===== config.mk =====
export PLATFORM = sky130hd
export DESIGN_NAME = lcd_mode_timing_sequencer
export DESIGN_NICKNAME = d
export VERILOG_FILES = /design/src/rtl/lmts_pkg.sv /design/src/rtl/lcd_mode_timing_sequencer.sv
export SDC_FILE = /design/constraint.sdc
export NUM_CORES = 1
export LEC_CHECK = 0
export BUFFER_PORTS_ARGS = -buffer_cell sky130_fd_sc_hd__buf_2
export CELL_PAD_IN_SITES_DETAIL_PLACEMENT = 1
export CELL_PAD_IN_SITES_GLOBAL_PLACEMENT = 2
export CORE_ASPECT_RATIO = 0.8
export CORE_UTILIZATION = 41
export CTS_BUF_LIST = sky130_fd_sc_hd__clkbuf_8
export DETAILED_ROUTE_END_ITERATION = 12
export GPL_TIMING_DRIVEN = 0
export PLACE_DENSITY_LB_ADDON = 0.1
export REMOVE_ABC_BUFFERS = 1
export SLEW_MARGIN = 15
export SYNTH_ARGS = -nofsm -noshare
export SYNTH_HDL_FRONTEND = slang
export SYNTH_SLANG_ARGS = --single-unit

===== constraint.sdc =====
create_clock -name clk -period 4.55 [get_ports clk]
set_input_delay 0.2275 -clock clk [delete_from_list [all_inputs] [get_ports clk]]
set_output_delay 0.2275 -clock clk [all_outputs]
set_load 0.1 [all_outputs]

===== src/rtl/lmts_pkg.sv =====
// ----------------------------------------------------------------------------
// lmts_pkg: shared types and constants of the LCD mode timing sequencer
// Request layout, phase codes, timing constants and the sprite penalty table.
// ----------------------------------------------------------------------------
package lmts_pkg;

  typedef logic [16:0] cyc_t;
  typedef logic [23:0] in_data_t;
  typedef logic [23:0] out_data_t;
  typedef logic [1:0]  op_t;

  // request kinds carried on tuser
  localparam op_t OP_TICK    = 2'd0;
  localparam op_t OP_CTRL    = 2'd1;
  localparam op_t OP_STAT    = 2'd2;
  localparam op_t OP_COMPARE = 2'd3;

  // timing phases
  localparam logic [2:0] PH_OAM    = 3'd0;
  localparam logic [2:0] PH_XFER   = 3'd1;
  localparam logic [2:0] PH_HBLANK = 3'd2;
  localparam logic [2:0] PH_HINC   = 3'd3;
  localparam logic [2:0] PH_VBLANK = 3'd4;
  localparam logic [2:0] PH_VINC   = 3'd5;
  localparam logic [2:0] PH_WRAP   = 3'd6;
  localparam logic [2:0] PH_FRAME  = 3'd7;

  localparam cyc_t OFF_FRAME_LEN = 17'd70224;
  localparam cyc_t VLINE_LEN     = 17'd452;
  localparam cyc_t XFER_BASE_LEN = 17'd172;
  localparam cyc_t HLINE_LEN     = 17'd372;
  localparam cyc_t OAM_LEN       = 17'd80;
  localparam cyc_t INC_LEN       = 17'd4;

  localparam logic [7:0] VBLANK_LINE = 8'd144;
  localparam logic [7:0] LAST_LINE   = 8'd153;

  localparam logic [1:0] MODE_HBLANK = 2'd0;
  localparam logic [1:0] MODE_VBLANK = 2'd1;
  localparam logic [1:0] MODE_OAM    = 2'd2;
  localparam logic [1:0] MODE_XFER   = 2'd3;

  // result of a line compare check
  typedef struct packed {
    logic match;
    logic irq;
    logic latched;
  } chk_t;

  // transfer penalty per sprite count, saturating above ten sprites
  function automatic logic [6:0] sprite_penalty(input logic [3:0] sc);
    logic [6:0] p;
    case (sc)
      4'd0:    p = 7'd0;
      4'd1:    p = 7'd8;
      4'd2:    p = 7'd20;
      4'd3:    p = 7'd32;
      4'd4:    p = 7'd44;
      4'd5:    p = 7'd52;
      4'd6:    p = 7'd64;
      4'd7:    p = 7'd76;
      4'd8:    p = 7'd88;
      4'd9:    p = 7'd96;
      default: p = 7'd108;
    endcase
    return p;
  endfunction

endpackage


===== src/rtl/lcd_mode_timing_sequencer.sv =====
// ----------------------------------------------------------------------------
// lcd_mode_timing_sequencer: scanline mode timing of an LCD controller
// Flow: a register write passes through S_DONE into the result register; a
// tick passes through S_LOOP, which walks the N phase events that the tick
// crosses, one event per cycle through the shared compare/subtract, then S_DONE.
// Requests: one at a time; in_tready is high only while idle, so a new request
// is taken only once the last result is registered; a stalled result holds the sequencer.
// Reset: synchronous, active low; display off, line 0, OAM phase, no result.
// ----------------------------------------------------------------------------
module lcd_mode_timing_sequencer (
  input  logic               clk,
  input  logic               rst_n,
  input  logic               in_tvalid,
  output logic               in_tready,
  // in_tdata, from bit 0: clock_delta[5:0], write_value[7:0],
  // sprite_count[3:0], scroll_x_fine[2:0], zero fill
  input  lmts_pkg::in_data_t in_tdata,
  // in_tuser: op[1:0]
  input  lmts_pkg::op_t      in_tuser,
  output logic               out_tvalid,
  input  logic               out_tready,
  // out_tdata, from bit 0: lcd_mode[1:0], current_line[7:0], line_match,
  // status_enables[3:0], lcdc_irq, vblank_irq, frame_done, video_mem_open,
  // sprite_mem_open, zero fill
  output lmts_pkg::out_data_t out_tdata
);
  import lmts_pkg::*;

  // sequencer states
  localparam logic [1:0] S_IDLE = 2'd0;
  localparam logic [1:0] S_LOOP = 2'd1;
  localparam logic [1:0] S_DONE = 2'd2;

  logic [1:0] state_r, state_nxt;

  // timing state
  logic [2:0] phase_r, phase_nxt;
  logic [7:0] line_r, line_nxt;
  cyc_t       cycle_r, cycle_nxt;
  cyc_t       plen_r, plen_nxt;
  logic [2:0] scroll_pen_r, scroll_pen_nxt;
  logic [1:0] mode_r, mode_nxt;
  logic       match_r, match_nxt;
  logic [3:0] enables_r, enables_nxt;
  logic       latched_r, latched_nxt;
  logic       disp_on_r, disp_on_nxt;
  logic [7:0] compare_r, compare_nxt;

  // per-request pulses and held request fields
  logic       lirq_r, lirq_nxt;
  logic       virq_r, virq_nxt;
  logic       done_r, done_nxt;
  logic [3:0] sc_r, sc_nxt;
  logic [2:0] sx_r, sx_nxt;

  // result register
  logic       out_valid_r, out_valid_nxt;
  out_data_t  out_data_r, out_data_nxt;

  // request fields
  logic [5:0] in_delta;
  logic [7:0] in_value;
  logic [3:0] in_sc;
  logic [2:0] in_sx;

  // shared compare/subtract unit
  logic       boundary;
  cyc_t       cycle_rem;
  logic [17:0] cycle_sum;

  chk_t chk;

  assign in_delta = in_tdata[5:0];
  assign in_value = in_tdata[13:6];
  assign in_sc    = in_tdata[17:14];
  assign in_sx    = in_tdata[20:18];

  assign boundary  = (cycle_r >= plen_r);
  assign cycle_rem = cycle_r - plen_r;
  assign cycle_sum = {1'b0, cycle_r} + {12'd0, in_delta};

  assign in_tready  = (state_r == S_IDLE);
  assign out_tvalid = out_valid_r;
  assign out_tdata  = out_data_r;

  // line compare: set match, fire once per line when enabled
  function automatic chk_t line_check(input logic [7:0] cmp, input logic [7:0] line,
                                      input logic en, input logic latched);
    chk_t c;
    c.match   = (cmp == line);
    c.irq     = c.match && en && !latched;
    c.latched = latched || c.irq;
    return c;
  endfunction

  always_comb begin
    state_nxt      = state_r;
    phase_nxt      = phase_r;
    line_nxt       = line_r;
    cycle_nxt      = cycle_r;
    plen_nxt       = plen_r;
    scroll_pen_nxt = scroll_pen_r;
    mode_nxt       = mode_r;
    match_nxt      = match_r;
    enables_nxt    = enables_r;
    latched_nxt    = latched_r;
    disp_on_nxt    = disp_on_r;
    compare_nxt    = compare_r;
    lirq_nxt       = lirq_r;
    virq_nxt       = virq_r;
    done_nxt       = done_r;
    sc_nxt         = sc_r;
    sx_nxt         = sx_r;
    out_data_nxt   = out_data_r;
    out_valid_nxt  = out_valid_r && !out_tready;
    chk            = '0;

    unique case (state_r)
      S_IDLE: begin
        if (in_tvalid) begin
          lirq_nxt = 1'b0;
          virq_nxt = 1'b0;
          done_nxt = 1'b0;
          sc_nxt   = in_sc;
          sx_nxt   = in_sx;
          state_nxt = S_DONE;
          case (in_tuser)
            OP_TICK: begin
              // advance the clock counter, then walk phase boundaries
              cycle_nxt = cycle_sum[16:0];
              state_nxt = S_LOOP;
            end
            OP_CTRL: begin
              if (!in_value[7]) begin
                mode_nxt    = MODE_HBLANK;
                line_nxt    = 8'd0;
                disp_on_nxt = 1'b0;
              end else if (!disp_on_r) begin
                // restart at line 0
                cycle_nxt      = '0;
                scroll_pen_nxt = 3'd0;
                line_nxt       = 8'd0;
                chk            = line_check(compare_r, 8'd0, enables_r[3], 1'b0);
                match_nxt      = chk.match;
                lirq_nxt       = chk.irq;
                latched_nxt    = chk.latched;
                mode_nxt       = MODE_HBLANK;
                phase_nxt      = PH_XFER;
                plen_nxt       = OAM_LEN;
                disp_on_nxt    = 1'b1;
              end
            end
            OP_STAT: begin
              enables_nxt = in_value[6:3];
              lirq_nxt    = disp_on_r && (mode_r == MODE_HBLANK || mode_r == MODE_VBLANK);
            end
            default: begin
              if (compare_r != in_value) begin
                compare_nxt = in_value;
                if (phase_r != PH_HINC && phase_r != PH_VINC) begin
                  chk         = line_check(in_value, line_r, enables_r[3], latched_r);
                  match_nxt   = chk.match;
                  lirq_nxt    = chk.irq;
                  latched_nxt = chk.latched;
                end
              end
            end
          endcase
        end
      end

      S_LOOP: begin
        if (!boundary) begin
          state_nxt = S_DONE;
        end else begin
          cycle_nxt = cycle_rem;
          if (!disp_on_r) begin
            // display off: only mark frames
            line_nxt = 8'd0;
            plen_nxt = OFF_FRAME_LEN;
            done_nxt = 1'b1;
          end else begin
            unique case (phase_r)
              PH_OAM: begin
                mode_nxt = MODE_OAM;
                if (enables_r[2] && !latched_r) begin
                  lirq_nxt = 1'b1;
                end
                chk = line_check(compare_r, line_r, enables_r[3],
                                 latched_r || enables_r[2]);
                match_nxt      = chk.match;
                lirq_nxt       = lirq_nxt || chk.irq;
                latched_nxt    = chk.latched;
                scroll_pen_nxt = sx_r[2] ? 3'd4 : 3'd0;
                phase_nxt      = PH_XFER;
                plen_nxt       = OAM_LEN;
              end
              PH_XFER: begin
                mode_nxt  = MODE_XFER;
                phase_nxt = PH_HBLANK;
                plen_nxt  = XFER_BASE_LEN + {14'd0, scroll_pen_r}
                          + {10'd0, sprite_penalty(sc_r)};
              end
              PH_HBLANK: begin
                mode_nxt = MODE_HBLANK;
                // H-blank interrupt, once per line
                if (enables_r[0] && !latched_r) begin
                  lirq_nxt    = 1'b1;
                  latched_nxt = 1'b1;
                end
                phase_nxt   = PH_HINC;
                plen_nxt    = HLINE_LEN - plen_r;
              end
              PH_HINC: begin
                line_nxt    = line_r + 8'd1;
                match_nxt   = 1'b0;
                latched_nxt = 1'b0;
                phase_nxt   = (line_nxt == VBLANK_LINE) ? PH_VBLANK : PH_OAM;
                plen_nxt    = INC_LEN;
              end
              PH_VBLANK: begin
                if (line_r == VBLANK_LINE) begin
                  mode_nxt = MODE_VBLANK;
                  virq_nxt = 1'b1;
                  if (enables_r[1]) begin
                    lirq_nxt = 1'b1;
                  end
                end
                chk = line_check(compare_r, line_r, enables_r[3], latched_r);
                match_nxt   = chk.match;
                lirq_nxt    = lirq_nxt || chk.irq;
                latched_nxt = chk.latched;
                phase_nxt   = PH_VINC;
                plen_nxt    = VLINE_LEN;
              end
              PH_VINC: begin
                line_nxt    = line_r + 8'd1;
                match_nxt   = 1'b0;
                latched_nxt = 1'b0;
                phase_nxt   = (line_nxt == LAST_LINE) ? PH_WRAP : PH_VBLANK;
                plen_nxt    = INC_LEN;
              end
              PH_WRAP: begin
                chk = line_check(compare_r, line_r, enables_r[3], latched_r);
                match_nxt   = chk.match;
                lirq_nxt    = lirq_r || chk.irq;
                latched_nxt = chk.latched;
                line_nxt    = 8'd0;
                phase_nxt   = PH_FRAME;
                plen_nxt    = VLINE_LEN;
              end
              default: begin
                mode_nxt    = MODE_HBLANK;
                latched_nxt = 1'b0;
                done_nxt    = 1'b1;
                phase_nxt   = PH_OAM;
                plen_nxt    = INC_LEN;
              end
            endcase
          end
        end
      end

      default: begin
        // hold the result until the output register is free
        if (!out_valid_r || out_tready) begin
          out_data_nxt = {4'd0,
                          (!disp_on_r || mode_r == MODE_HBLANK || mode_r == MODE_VBLANK),
                          (!disp_on_r || mode_r != MODE_XFER),
                          done_r, virq_r, lirq_r,
                          enables_r, match_r, line_r, mode_r};
          out_valid_nxt = 1'b1;
          state_nxt     = S_IDLE;
        end
      end
    endcase
  end

  always_ff @(posedge clk) begin
    if (!rst_n) begin
      state_r      <= S_IDLE;
      phase_r      <= PH_OAM;
      line_r       <= 8'd0;
      cycle_r      <= '0;
      plen_r       <= '0;
      scroll_pen_r <= 3'd0;
      mode_r       <= MODE_HBLANK;
      match_r      <= 1'b0;
      enables_r    <= 4'd0;
      latched_r    <= 1'b0;
      disp_on_r    <= 1'b0;
      compare_r    <= 8'd0;
      lirq_r       <= 1'b0;
      virq_r       <= 1'b0;
      done_r       <= 1'b0;
      out_valid_r  <= 1'b0;
    end else begin
      state_r      <= state_nxt;
      phase_r      <= phase_nxt;
      line_r       <= line_nxt;
      cycle_r      <= cycle_nxt;
      plen_r       <= plen_nxt;
      scroll_pen_r <= scroll_pen_nxt;
      mode_r       <= mode_nxt;
      match_r      <= match_nxt;
      enables_r    <= enables_nxt;
      latched_r    <= latched_nxt;
      disp_on_r    <= disp_on_nxt;
      compare_r    <= compare_nxt;
      lirq_r       <= lirq_nxt;
      virq_r       <= virq_nxt;
      done_r       <= done_nxt;
      out_valid_r  <= out_valid_nxt;
    end
  end

  // payload registers, no reset
  always_ff @(posedge clk) begin
    sc_r       <= sc_nxt;
    sx_r       <= sx_nxt;
    out_data_r <= out_data_nxt;
  end

endmodule

==> reports/metrics.cfg <==
[synth]
seq_area_frac_synth_pct=32.6
ys.warnings.count=0
synth.ff_latch_count=99
synth_top_area_cell=dfxtp_1
syn_area_sq_um=6840
synth.distinct_cells=84
synth.top_cell.area_share_pct=21.7
synthArstFlopShare_pct=0
synth_area_per_cell_sq_um=8.44
synth_edf_count=25
synthTopCellsByArea=dfxtp_1, edfxtp_1, ha_1
synth_top_flop_cell=dfxtp_1
synth_cells=810

[cells_and_area]
area_delta_synth_final_pct=8.09
drive_gt1_share_pct=11.6
nets=897
nFillCells=1940
multi_input_area_sq_um=4270
n_antenna_cell=0
mostFrequentLayoutCells=dfxtp_1, nor2_1, nand2_1, a21oi_1, o21ai_0
finish.utilization_pct=46.0
final_common_cell=dfxtp_1
regArea_sq_um=2230

[timing]
fin_crit_sh_pct=76.0
rsz0062_at_grt=false
drv_slew=0
fin_worst_skew_ps=9.84
hold_ws_ps=28.5
finalHoldViolCount=0
fin_setup_tns_ps=0
setup_violations=0
slew_headroom_pct=24.8
fmax_ghz=0.289
tightestPinTransition_ps=1120
period_needed_ps=3460

[global_routing]
grt_pass1_vias=6310
grt_pass1_wl_um=33900
antenna_found_initial=0
grt_usage_pct=24.9
grt_max_degree=32
overflow=0

[setup_path]
worst_setup_path_start_kind=flip-flop
path_class=flip-flop to flip-flop
crit_path_end_kind=flip-flop
cp.required_ps=4870
timing.rr.start=state_r[1]$_SDFFE_PN0P_
crit_arrival_ps=3780
crit_path_max_fanout=22
startpoint=state_r[1]$_SDFFE_PN0P_
reg2reg_setup_slack_ps=1090

[clocking]
htree_levels=3
path_clk_slew_ps=110
cts_setup_buffers=0
clk_latency_ps=390
clockBufferDepth=2
clock-sinks=99
cts_root_buf=clkbuf_8
cts_tree=yes
postCtsResizedCells=0
cts_buffers=9
holdBufCountCts=0

[route]
drc=0
finalWirelength_um=20700
drt_iter0_drc=449
final_antenna_net_count=0
via_per_inst=6.03
first_pass_iters=5
wl_per_cell_um=19.8
vias=6309

[floorplanning]
rows=41
io-pin-count=56
design.die.area_sq_um=17200
start_util_pct=42.6
die_w_um=146
core_area_sq_um=16100
die_h_um=118

[outcome]
status=completed

[job]
drv_cap=0

[min_path]
hp-start=in_tdata[16]
hold_class=input port to flip-flop

[placement]
place_congestion=0.836
dp_hpwl_um=15700
port_buffers=46

[power]
leakagePower_nw=2.77
ir_drop_mv=0.188
powerDensity_nw_per_um2=402

==> registers in the layout, indices dropped and copies added (netlist names), 2 cells and up, named ones only <==
signal and flops:
out_tdata 20, cycle_r 17, plen_r 17, compare_r 8, line_r 8, enables_r 4, sc_r 4, phase_r 3
mode_r 2, state_r 2
==> cell type report <==
cell class,instances,area share [%]
tap,215,3.64
inverter,40,2.03
multi-input combinational,627,57.7
timing repair buffer,49,3.89
clock buffer,9,1.68
sequential,99,30.2
clock inverter,7,0.830
==> path summary, 6_finish.rpt <==
check,to,depth (start not counted)
worst min-delay path,sc_r[2]$_DFFE_PP_,1
worst min register to register,out_tdata[15]$_DFFE_PP_,0
worst max register to register,cycle_r[13]$_SDFFE_PN0P_,6
worst max-delay path,cycle_r[13]$_SDFFE_PN0P_,6
==> cell families after synthesis <==
group / after synthesis / synth area share, %
buffers and inverters: 87 / 5.32
xor gates and xnor gates: 49 / 6.28
and+or+nand+nor: 263 / 20.2
adders and majority gates: 41 / 7.83
AOI/OAI and AO/OA: 246 / 24.1
DFF: 99 / 32.6
muxes: 24 / 3.53
other: 1 / 0.0548
==> layer usage <==
metal  part of all wire [%]  GRT usage, %  vias up  wire length (um)
met2                     44          38.0      133              9080
met4                   0.96          5.73        0               199
met1                     51          36.4     3136             10600
met3                    4.3          4.15       17               900
met5                      0             0        -                 0
li1                       -             -     3023                 -
==> metrics by stage <==
step	setup WS (ps)	instances	cell area (sq um)	power (W)
finish	1090	1046	7390	0.00297
global route	864	1046	7390	0.00316
CTS	1140	1046	7380	0.00297
detailed placement	1180	1030	7200	0.00240
global placement	1070	1027	7130	0.00235
floorplan	663	766	6640	0.00206
==> report_power, final <==
part	switching (W)	internal (W)	leakage, nW	total [W]
clock network	0.000358	0.000208	0.0879	0.000565
logic	0.000889	0.000470	1.85	0.00136
registers	0.0000718	0.000973	0.832	0.00105
total	0.00132	0.00165	2.77	0.00297
==> Yosys cell counts, drive strengths merged, types with 18 or more instances <==
master   n
mux2i   23
inv     39
nor3    18
nand2   61
edfxtp  25
nand3   19
clkbuf  30
ha      38
a21oi   64
nor2    62
xnor2   25
dfxtp   74
o21ai   55
xor2    24
==> critical path, stage by stage (launching register included) <==
cell	delay, ps
dfxtp_1	860
nand2b_1	890
nand2_1	560
or4_1	650
o22ai_1	150
a211oi_1	80
o211ai_1	190
No activity file was read; power rests on OpenSTA's default activity.
